--- src/design/bwm_pkg.sv ---
`timescale 1ns / 1ps
`default_nettype none
package bwm_pkg;

  localparam int MaxCols = 1024;
  localparam int ColW    = 10;
  localparam int ColCntW = 11;
  localparam int RowW    = 16;
  localparam int PipeLen = 6;

  localparam logic [31:0] CanonNan = 32'h7FC0_0000;

  localparam logic RegNumRows = 1'b0;
  localparam logic RegNumCols = 1'b1;

  // one item's bookkeeping as it travels beside the arithmetic
  typedef struct packed {
    logic            valid;
    logic [ColW-1:0] col;
    logic            last_row;
    logic            last_col;
  } tag_t;

endpackage
`default_nettype wire

--- src/design/bwm_fma.sv ---
`timescale 1ns / 1ps
`default_nettype none
module bwm_fma (
  input  wire        clk_i,
  input  wire        en_i,
  input  wire [31:0] x_i,
  input  wire [15:0] w_i,
  input  wire [31:0] acc_i,
  input  wire        first_i,
  output logic [31:0] res_o
);
  import bwm_pkg::*;

  // normalize so bit 31 is set; returns {lz, sig}
  function automatic logic [36:0] norm32(input logic [31:0] v);
    logic [31:0] s;
    logic [4:0]  n;
    s = v;
    n = '0;
    if (s[31:16] == '0) begin s = s << 16; n[4] = 1'b1; end
    if (s[31:24] == '0) begin s = s << 8;  n[3] = 1'b1; end
    if (s[31:28] == '0) begin s = s << 4;  n[2] = 1'b1; end
    if (s[31:30] == '0) begin s = s << 2;  n[1] = 1'b1; end
    if (s[31] == 1'b0)  begin s = s << 1;  n[0] = 1'b1; end
    return {n, s};
  endfunction

  // normalize so bit 65 is set; returns {lz, sig}
  function automatic logic [72:0] norm66(input logic [65:0] v);
    logic [65:0] s;
    logic [6:0]  n;
    s = v;
    n = '0;
    if (s[65:2] == '0)  begin s = s << 64; n[6] = 1'b1; end
    if (s[65:34] == '0) begin s = s << 32; n[5] = 1'b1; end
    if (s[65:50] == '0) begin s = s << 16; n[4] = 1'b1; end
    if (s[65:58] == '0) begin s = s << 8;  n[3] = 1'b1; end
    if (s[65:62] == '0) begin s = s << 4;  n[2] = 1'b1; end
    if (s[65:64] == '0) begin s = s << 2;  n[1] = 1'b1; end
    if (s[65] == 1'b0)  begin s = s << 1;  n[0] = 1'b1; end
    return {n, s};
  endfunction

  // ---------------- stage A: unpack and multiply ----------------
  logic [7:0]  ex, ew, ea;
  logic [7:0]  ex_eff, ew_eff, ea_eff;
  logic [23:0] sig_x, sig_a;
  logic [7:0]  sig_w;
  logic        x_nan, x_inf, x_zero, w_nan, w_inf, w_zero, a_nan, a_inf, a_zero;
  logic        p_nan, p_inf, sp, sa;
  logic        sp_nan_d, sp_inf_d, sp_infs_d;

  always_comb begin
    ex = x_i[30:23];
    ew = w_i[14:7];
    ea = acc_i[30:23];
    ex_eff = (ex == 8'd0) ? 8'd1 : ex;
    ew_eff = (ew == 8'd0) ? 8'd1 : ew;
    ea_eff = (ea == 8'd0) ? 8'd1 : ea;
    sig_x = {ex != 8'd0, x_i[22:0]};
    sig_w = {ew != 8'd0, w_i[6:0]};
    sig_a = {ea != 8'd0, acc_i[22:0]};
    x_nan  = (ex == 8'hFF) && (x_i[22:0] != '0);
    x_inf  = (ex == 8'hFF) && (x_i[22:0] == '0);
    x_zero = (ex == 8'd0) && (x_i[22:0] == '0);
    w_nan  = (ew == 8'hFF) && (w_i[6:0] != '0);
    w_inf  = (ew == 8'hFF) && (w_i[6:0] == '0);
    w_zero = (ew == 8'd0) && (w_i[6:0] == '0);
    a_nan  = !first_i && (ea == 8'hFF) && (acc_i[22:0] != '0);
    a_inf  = !first_i && (ea == 8'hFF) && (acc_i[22:0] == '0);
    a_zero = (ea == 8'd0) && (acc_i[22:0] == '0);
    sp = x_i[31] ^ w_i[15];
    // on the first row the stored sum is not used, so keep its sign out
    sa = first_i ? sp : acc_i[31];
    p_nan = x_nan || w_nan || (x_inf && w_zero) || (w_inf && x_zero);
    p_inf = (x_inf || w_inf) && !p_nan;
    sp_nan_d  = p_nan || a_nan || (p_inf && a_inf && (sp != sa));
    sp_inf_d  = !sp_nan_d && (p_inf || a_inf);
    sp_infs_d = p_inf ? sp : sa;
  end

  logic               a_sp_q, a_sa_q, a_pz_q, a_az_q, a_first_q;
  logic               a_nan_q, a_inf_q, a_infs_q;
  logic [31:0]        a_sigp_q, a_siga_q;
  logic signed [11:0] a_tp_q, a_ta_q;

  always_ff @(posedge clk_i) begin
    if (en_i) begin
      a_sigp_q  <= sig_x * sig_w;
      a_siga_q  <= {sig_a, 8'd0};
      a_tp_q    <= $signed({4'd0, ex_eff}) + $signed({4'd0, ew_eff}) + 12'sd16;
      a_ta_q    <= $signed({4'd0, ea_eff}) + 12'sd142;
      a_sp_q    <= sp;
      a_sa_q    <= sa;
      a_pz_q    <= x_zero || w_zero;
      a_az_q    <= first_i || a_zero;
      a_first_q <= first_i;
      a_nan_q   <= sp_nan_d;
      a_inf_q   <= sp_inf_d;
      a_infs_q  <= sp_infs_d;
    end
  end

  // ---------------- stage B: normalize both operands ----------------
  logic [36:0] np, na;
  assign np = norm32(a_sigp_q);
  assign na = norm32(a_siga_q);

  logic               b_sp_q, b_sa_q, b_pz_q, b_az_q, b_first_q;
  logic               b_nan_q, b_inf_q, b_infs_q;
  logic [31:0]        b_sigp_q, b_siga_q;
  logic signed [11:0] b_tp_q, b_ta_q;

  always_ff @(posedge clk_i) begin
    if (en_i) begin
      b_sigp_q  <= np[31:0];
      b_siga_q  <= na[31:0];
      b_tp_q    <= a_tp_q - $signed({7'd0, np[36:32]});
      b_ta_q    <= a_ta_q - $signed({7'd0, na[36:32]});
      b_sp_q    <= a_sp_q;
      b_sa_q    <= a_sa_q;
      b_pz_q    <= a_pz_q;
      b_az_q    <= a_az_q;
      b_first_q <= a_first_q;
      b_nan_q   <= a_nan_q;
      b_inf_q   <= a_inf_q;
      b_infs_q  <= a_infs_q;
    end
  end

  // ---------------- stage C: align the smaller operand ----------------
  logic               p_big;
  logic [31:0]        sb, ss;
  logic signed [11:0] tb, ts, dd;
  logic               sgn_b;
  logic [63:0]        full, shifted, mask;
  logic               sticky;
  logic               zsign;

  always_comb begin
    if (b_az_q) begin
      p_big = 1'b1;
    end else if (b_pz_q) begin
      p_big = 1'b0;
    end else begin
      p_big = (b_tp_q > b_ta_q) || ((b_tp_q == b_ta_q) && (b_sigp_q >= b_siga_q));
    end
    sb    = p_big ? b_sigp_q : b_siga_q;
    tb    = p_big ? b_tp_q : b_ta_q;
    sgn_b = p_big ? b_sp_q : b_sa_q;
    ss    = p_big ? (b_az_q ? 32'd0 : b_siga_q) : (b_pz_q ? 32'd0 : b_sigp_q);
    ts    = p_big ? b_ta_q : b_tp_q;
    dd    = (b_az_q || b_pz_q) ? 12'sd0 : (tb - ts);
    full  = {ss, 32'd0};
    if (dd >= 12'sd64) begin
      shifted = '0;
      sticky  = |ss;
    end else begin
      shifted = full >> dd[5:0];
      mask    = ~({64{1'b1}} << dd[5:0]);
      sticky  = |(full & mask);
    end
    if (!shifted[0] && dd >= 12'sd64) mask = '0;
    if (dd < 12'sd64) begin
      mask = ~({64{1'b1}} << dd[5:0]);
    end else begin
      mask = '0;
    end
    zsign = (b_pz_q && b_az_q) ? (b_first_q ? b_sp_q : (b_sp_q & b_sa_q)) : 1'b0;
  end

  logic [65:0]        c_big_q, c_small_q;
  logic               c_sub_q, c_sign_q, c_zsign_q, c_nan_q, c_inf_q, c_infs_q;
  logic signed [11:0] c_tb_q;

  always_ff @(posedge clk_i) begin
    if (en_i) begin
      c_big_q   <= {1'b0, sb, 33'd0};
      c_small_q <= {1'b0, shifted, sticky};
      c_sub_q   <= b_sp_q ^ b_sa_q;
      c_sign_q  <= sgn_b;
      c_zsign_q <= zsign;
      c_tb_q    <= tb;
      c_nan_q   <= b_nan_q;
      c_inf_q   <= b_inf_q;
      c_infs_q  <= b_infs_q;
    end
  end

  // ---------------- stage D: add magnitudes ----------------
  logic [65:0]        d_sum_q;
  logic               d_sign_q, d_zsign_q, d_nan_q, d_inf_q, d_infs_q;
  logic signed [11:0] d_tb_q;

  always_ff @(posedge clk_i) begin
    if (en_i) begin
      d_sum_q   <= c_sub_q ? (c_big_q - c_small_q) : (c_big_q + c_small_q);
      d_sign_q  <= c_sign_q;
      d_zsign_q <= c_zsign_q;
      d_tb_q    <= c_tb_q;
      d_nan_q   <= c_nan_q;
      d_inf_q   <= c_inf_q;
      d_infs_q  <= c_infs_q;
    end
  end

  // ---------------- stage E: normalize the sum ----------------
  logic [72:0] ns;
  assign ns = norm66(d_sum_q);

  logic [65:0]        e_n_q;
  logic signed [11:0] e_exp_q;
  logic               e_zero_q, e_sign_q, e_zsign_q, e_nan_q, e_inf_q, e_infs_q;

  always_ff @(posedge clk_i) begin
    if (en_i) begin
      e_n_q     <= ns[65:0];
      e_exp_q   <= d_tb_q - 12'sd141 - $signed({5'd0, ns[72:66]});
      e_zero_q  <= (d_sum_q == '0);
      e_sign_q  <= d_sign_q;
      e_zsign_q <= d_zsign_q;
      e_nan_q   <= d_nan_q;
      e_inf_q   <= d_inf_q;
      e_infs_q  <= d_infs_q;
    end
  end

  // ---------------- round and pack ----------------
  logic signed [11:0] dn;
  logic [5:0]         sh;
  logic [65:0]        xs, smask;
  logic [23:0]        mant;
  logic               g, st, rnd;
  logic [7:0]         ef;
  logic [30:0]        packed_v;

  always_comb begin
    dn = 12'sd1 - e_exp_q;
    if (e_exp_q >= 12'sd1) begin
      sh = 6'd0;
    end else if (dn > 12'sd63) begin
      sh = 6'd63;
    end else begin
      sh = dn[5:0];
    end
    xs    = e_n_q >> sh;
    smask = ~({66{1'b1}} << sh);
    mant  = xs[65:42];
    g     = xs[41];
    st    = (|xs[40:0]) || (|(e_n_q & smask));
    rnd   = g && (st || mant[0]);
    ef    = (e_exp_q >= 12'sd1) ? e_exp_q[7:0] : 8'd0;
    packed_v = {ef, mant[22:0]} + {30'd0, rnd};
    if (e_nan_q) begin
      res_o = CanonNan;
    end else if (e_inf_q) begin
      res_o = {e_infs_q, 8'hFF, 23'd0};
    end else if (e_zero_q) begin
      res_o = {e_zsign_q, 31'd0};
    end else if (e_exp_q >= 12'sd255) begin
      res_o = {e_sign_q, 8'hFF, 23'd0};
    end else begin
      res_o = {e_sign_q, packed_v};
    end
  end

endmodule
`default_nettype wire

--- config.mk ---
export PLATFORM = sky130hd
export DESIGN_NAME = bwm_fma
export DESIGN_NICKNAME = d
export VERILOG_FILES = /design/src/design/bwm_pkg.sv /design/src/design/bwm_fma.sv
export SDC_FILE = /design/constraint.sdc
export NUM_CORES = 2
export LEC_CHECK = 0
export BUFFER_PORTS_ARGS = -buffer_cell sky130_fd_sc_hd__buf_2
export CORE_MARGIN = 2
export CORE_UTILIZATION = 54
export CTS_CLUSTER_DIAMETER = 120
export DETAILED_ROUTE_END_ITERATION = 10
export GPL_TIMING_DRIVEN = 0
export PLACE_DENSITY = 0.71
export SLEW_MARGIN = 5
export SYNTH_ARGS = -nofsm -noshare
export SYNTH_HDL_FRONTEND = slang
export SYNTH_SLANG_ARGS = --single-unit
--- constraint.sdc ---
create_clock -name clk_i -period 9.78 [get_ports clk_i]
set_clock_uncertainty 0.15 [all_clocks]
set_input_delay 0.489 -clock clk_i [delete_from_list [all_inputs] [get_ports clk_i]]
set_output_delay 0.489 -clock clk_i [all_outputs]
set_load 0.05 [all_outputs]
# After elaboration in Yosys (flattened, before gate mapping)
# Index checks and enable logic that the tools add are counted.
[totals]
regBits = 466
output_inout_bits = 32
input_bits = 83
wordCells = 215
[classes]
n_lt_le_gt_ge = 6
multipliers = 1
n_eq_ne = 5
addsub = 12
n_mux = 59
shift = 4
reduce_logical = 66
n_bitwise = 7
[ops]
columns = ["operator", "count"]
rows = [
  ["$mux W32", 15],
  ["$mux W66", 7],
  ["$mux W31", 3],
  ["$add A65 B65 Y66", 1],
  ["$and A66 B66 Y66", 1],
  ["$logic_not A66 Y1", 1],
  ["$not A66 Y66", 1],
  ["$reduce_or A66 Y1", 1],
  ["$shl A66 B6 Y66 const A", 1],
  ["$shr A66 B6 Y65", 1],
  ["$sub A65 B65 Y66", 1],
  ["$mux W65", 1],
  ["$and A64 B64 Y64", 1],
  ["$logic_not A64 Y1", 1],
  ["$not A64 Y64", 1],
  ["$reduce_or A64 Y1", 1],
  ["$shl A64 B6 Y64 const A", 1],
  ["$shr A64 B6 Y64", 1],
  ["$logic_not A16 Y1", 3],
  ["$logic_not A8 Y1", 6],
  ["$logic_not A23 Y1", 2],
  ["$reduce_bool A23 Y1", 2],
  ["$reduce_or A41 Y1", 1],
  ["$mux W12", 3],
  ["34 further kinds", 103],
]

# Longest topological paths before layout
[logic_depth]
word_depth = 16
ltp_mapped = 29
depth_no_buf = 26

# Least setup slack after synthesis
# OpenSTA, ideal clock, no wires.
[synth_timing]
kind = "input to register"
start = "in w_i[8]"
end = "reg a_sigp_q[31] (data pin)"
required_ps = 9370
path_slack_ps = 3451
setup_time_ps = 260
path_buffers = 1
stages = 22
t_arrival_ps = 5919
cell_sequence = "nor4_1 > nand2_1 > clkbuf_1 > nand2_1 > fa_1 > fa_1 > fa_1 > inv_1 > fa_1 > ha_1 > o21a_1 > o21ai_0 > a311oi_1 > a2111oi_0 > or4_1 > a31oi_1 > a41o_1 > o41ai_1 > o211ai_1 > nand2b_1 > a31oi_1 > xnor2_1"
[synth_between]
elab_chain_len = 2
[synth_lines]
columns = ["item", "line", "rtl"]
rows = [
  ["from (decl)", "bwm_fma.sv:7", "input wire [15:0] w_i,"],
  ["$reduce_bool A8 Y1", "bwm_fma.sv:61", "sig_w = {ew != 8'd0, w_i[6:0]};"],
  ["$mul A24 B8 Y32", "bwm_fma.sv:89", "a_sigp_q <= sig_x * sig_w;"],
  ["to (signal assigned)", "bwm_fma.sv:89", ""],
  ["to (decl)", "bwm_fma.sv:84", "logic [31:0] a_sigp_q, a_siga_q;"],
]
# Every way passes these cells.
# A chain may end at the register's enable or synchronous reset.

# Worst setup path in the final report
[layout_timing]
start = "reg b_ta_q[0]"
end = "reg c_small_q[0] (data pin)"
[layout_between]
elab_chain_len = 13
elab_cells_between_ends = 18
classes_between = "add/sub: 1; order compare: 2; eq/ne: 1; shift: 1; mux: 7; bitwise: 2; reduce/logical: 4"
[layout_lines]
columns = ["item", "line", "rtl"]
rows = [
  ["from (decl)", "bwm_fma.sv:112", "logic signed [11:0] b_tp_q, b_ta_q;"],
  ["from (signal assigned)", "bwm_fma.sv:119", "b_ta_q <= a_ta_q - $signed({7'd0, na[36:32]});"],
  ["branches (longest 12 deep; another with $gt A12 B12 Y1)", "--", ""],
  ["$mux W1 (*)", "bwm_fma.sv:155", "if (dd >= 12'sd64) begin"],
  ["net sticky", "bwm_fma.sv:137", "logic sticky;"],
  ["to (signal assigned)", "bwm_fma.sv:179", "c_small_q <= {1'b0, shifted, sticky};"],
  ["to (decl)", "bwm_fma.sv:172", "logic [65:0] c_big_q, c_small_q;"],
]
# Mark *: on every way through the listed nets, which the timed path passes.

==> out/qor.yml <==
cp-startpoint: "b_ta_q[0]"
whs_ps: 40.2
fin_tns_setup_ps: 0
synth-edff-count: 453
slew_headroom_pct: 14.7
regArea_um2: 13600
cp_max_fo: 10
crit_family: "buffers and inverters"
cp_data_required_time_ps: 9920
nets: 5592
min_period_ps: 8350
syn_to_final_growth_pct: 8.75
p_total_mw: 13.1
grt_use_total_pct: 36.0
met1_length_mm: 59.3
leakagePower_nw: 18.3
cts_tree: "yes"
syn_area_per_cell_um2: 8.58
cts_setup_buffers: 0
powerDensity_nw_per_um2: 281
cts_htree_levels: 2
portBuffers: 95
path_cells: "ha_1, clkbuf_1, and4_1, nor2_1, a211oi_1, o31ai_1, o21ai_1, clkbuf_1, clkbuf_1, clkbuf_1, a22oi_1, ha_1, a211oi_1, mux2i_1, clkbuf_1, buf_2, a21oi_1, nor4_1, a31oi_1, nor4_1, o21ai_0"
syn_inst: 5000
initial_core_util_pct: 54.4
post_cts_resized: 0
fmax_mhz: 120
wirelength_mm: 151
cp.arrival_ps: 8490
cts.sinks: 453
core_um2: 78900
min-delay-start: "acc_i[23]"
dieHeight_um: 286
drt_iter0_markers: 4544
drv_slew: 0
cap_violations: 0
yosysUniqueCellTypes: 106
hpwl_mm: 117
wl_met2_mm: 70.2
slowest_delay_ps: 860
startpoint_type: "register"
synth_seq_area_share_pct: 31.7
synth_seq_cells: 453
ys_async_sr_fraction_pct: 0
setup_viol: 0
cp_common_cell: "clkbuf_1"
ios: 115
cts_buffer_depth: 3
avgRoutedWirePerCell_um: 24.1
cts_buffers: 49
grt_overflow: 0
insertion_delay_ps: 610
dieWidth_um: 286
routed.top_layer: "met5"
synth_top_cell_by_area: "edfxtp_1"
synth_nets: 5418
syn_area_um2: 42900
reg2reg_from: "b_ta_q[0]"
grt_pass1_vias: 38939
outcome: "finished, final reports clean"
critPathKind: "reg -> reg"
synth_ff_type: "edfxtp_1"
synth.top_cell.area_share_pct: 31.7
dieArea_um2: 81700
post-route-drc-count: 0
endpoint_kind: "register"
dr_total_vias: 40881
first_pass_iters: 7
fillCellCount: 7246
hp-class: "in -> reg"
grt_max_degree: 126
diodes: 0
antenna_found_initial: 5
rows: 103
worst_pin_slew_ps: 1270
ir_drop_mv: 0.156
clkTransAtPathRegs_ps: 70
root_buffer: "clkbuf_16"
yosys_warnings: 0
met3_length_mm: 13.7
finalCritPeriodShare_pct: 85.4
grt_setup_unrepaired: "false"
hold_viol_final: 0
place_congestion: 1.03
drive_gt1_share_pct: 7.05
crit_buf_inv: 6
ant_nets: 0
multiInputGateArea_um2: 26900
ys_top_cells_by_area: "edfxtp_1 32%, fa_1 6.4%, ha_1 5.8%, nand2_1 5.6%, mux2i_1 5.6%"
routed_via_density: 6.53
slowest_stage: "mux2i_1"
grt_pass1_wl_mm: 229
==> worst reg2reg max path, cell delays in order (launching register included) <==
cell and delay, ps:
edfxtp_1 490, ha_1 320, clkbuf_1 350, and4_1 290, nor2_1 50, a211oi_1 390, o31ai_1 210, o21ai_1 600
clkbuf_1 470, clkbuf_1 460, clkbuf_1 570, a22oi_1 200, ha_1 250, a211oi_1 440, mux2i_1 860, clkbuf_1 500
buf_2 380, a21oi_1 80, nor4_1 290, a31oi_1 180, nor4_1 310, o21ai_0 180
==> stage by stage <==
| step | utilization, % | cell area (um2) | setup slack (ps) | std cells |
|---|---|---|---|---|
| after floorplan | - | 42900 | 3450 | 5000 |
| after global placement | 56.7 | 44700 | 1510 | 6145 |
| after detailed placement | 56.8 | 44800 | 1610 | 6150 |
| after CTS | 59.1 | 46700 | 1530 | 6259 |
| after global routing | 59.2 | 46700 | 1060 | 6259 |
| final | 59.2 | 46700 | 1430 | 6259 |
==> routing by layer <==
| layer | global-route usage (%) | vias up |
|---|---|---|
| met1 | 47.0 | 19490 |
| met3 | 5.65 | 506 |
| met5 | 0 | - |
| met2 | 59.2 | 2361 |
| met4 | 16.1 | 4 |
| li1 | - | 18520 |
==> final timing paths <==
check	to	slack, ps	depth (start not counted)
max reg2reg	c_small_q[0]	1430	21
min reg2reg	c_infs_q	270	0
min	a_ta_q[0]	40	2
max	c_small_q[0]	1430	21
==> registers in the layout, summed over array words and instances, names as in the netlist, 9 cells and up <==
register	flops
a_tp_q	10
d_tb_q	12
b_tp_q	12
c_small_q	65
a_siga_q	24
d_sum_q	66
b_siga_q	24
a_ta_q	9
e_n_q	66
a_sigp_q	32
c_big_q	32
b_ta_q	12
c_tb_q	12
e_exp_q	12
b_sigp_q	32
==> power breakdown <==
part           internal [mW]  leakage, nW  switching (mW)
Sequential              3.01         4.47           0.734
Combinational           2.76         13.0            4.73
Clock                   1.11        0.786           0.775
Total                   6.87         18.3            6.24
==> repair_timing <==
| item | 4_1_cts | 5_1_grt |
|---|---|---|
| hold endpoints to repair | 23 | 0 |
| endpoints found under the setup margin | 0 | 0 |
| hold buffers | 23 | 0 |
==> synth_stat cells, types with 11 or more instances <==
cell and instances:
o2bb2ai_1 11, buf_2 33, a21boi_0 11, fa_1 137, o31ai_1 41, a2111oi_0 19, mux2i_1 239, xor2_1 30
nand3_1 114, o211ai_1 40, edfxtp_1 453, or2_2 17, buf_1 35, o21bai_1 15, and4_1 17, o22ai_1 55
a21o_1 36, nor3_1 126, nor2b_1 48, a211oi_1 56, nand4_1 38, o21a_1 26, nor4_1 66, inv_1 304
and2_1 129, nand2_1 644, ha_1 198, nand2b_1 53, or3_1 44, o21ai_0 288, clkbuf_1 227, a22oi_1 27
or4_1 17, a221oi_1 20, and3_1 43, xnor2_1 123, nor2_1 414, o22a_1 13, a31oi_1 63, a21oi_1 403
mux2_2 74
==> layout make-up <==
type	count	area share, %
inverter	316	2.54
timing repair buffer	123	1.74
tap	1050	2.82
clock inverter	27	0.660
buffer	303	2.60
clock buffer	59	2.80
multi-input combinational	3928	57.7
sequential	453	29.2
==> layout by cell type, fill, tap and decap left out, types with 128 or more instances in the layout <==
cell	n
a21oi_1	403
and2_1	129
buf_2	128
clkbuf_1	235
edfxtp_1	453
fa_1	137
ha_1	198
inv_1	304
mux2i_1	239
nand2_1	644
nor2_1	414
o21ai_0	288
==> logic make-up after synthesis <==
family,share of synthesized area (%)
compound gates,19.4
xor+xnor,3.12
fa+ha+maj,12.2
buf+inv,5.59
flops,31.7
mux,7.96
simple gates,20.1
(Power assumes the default switching activity.)
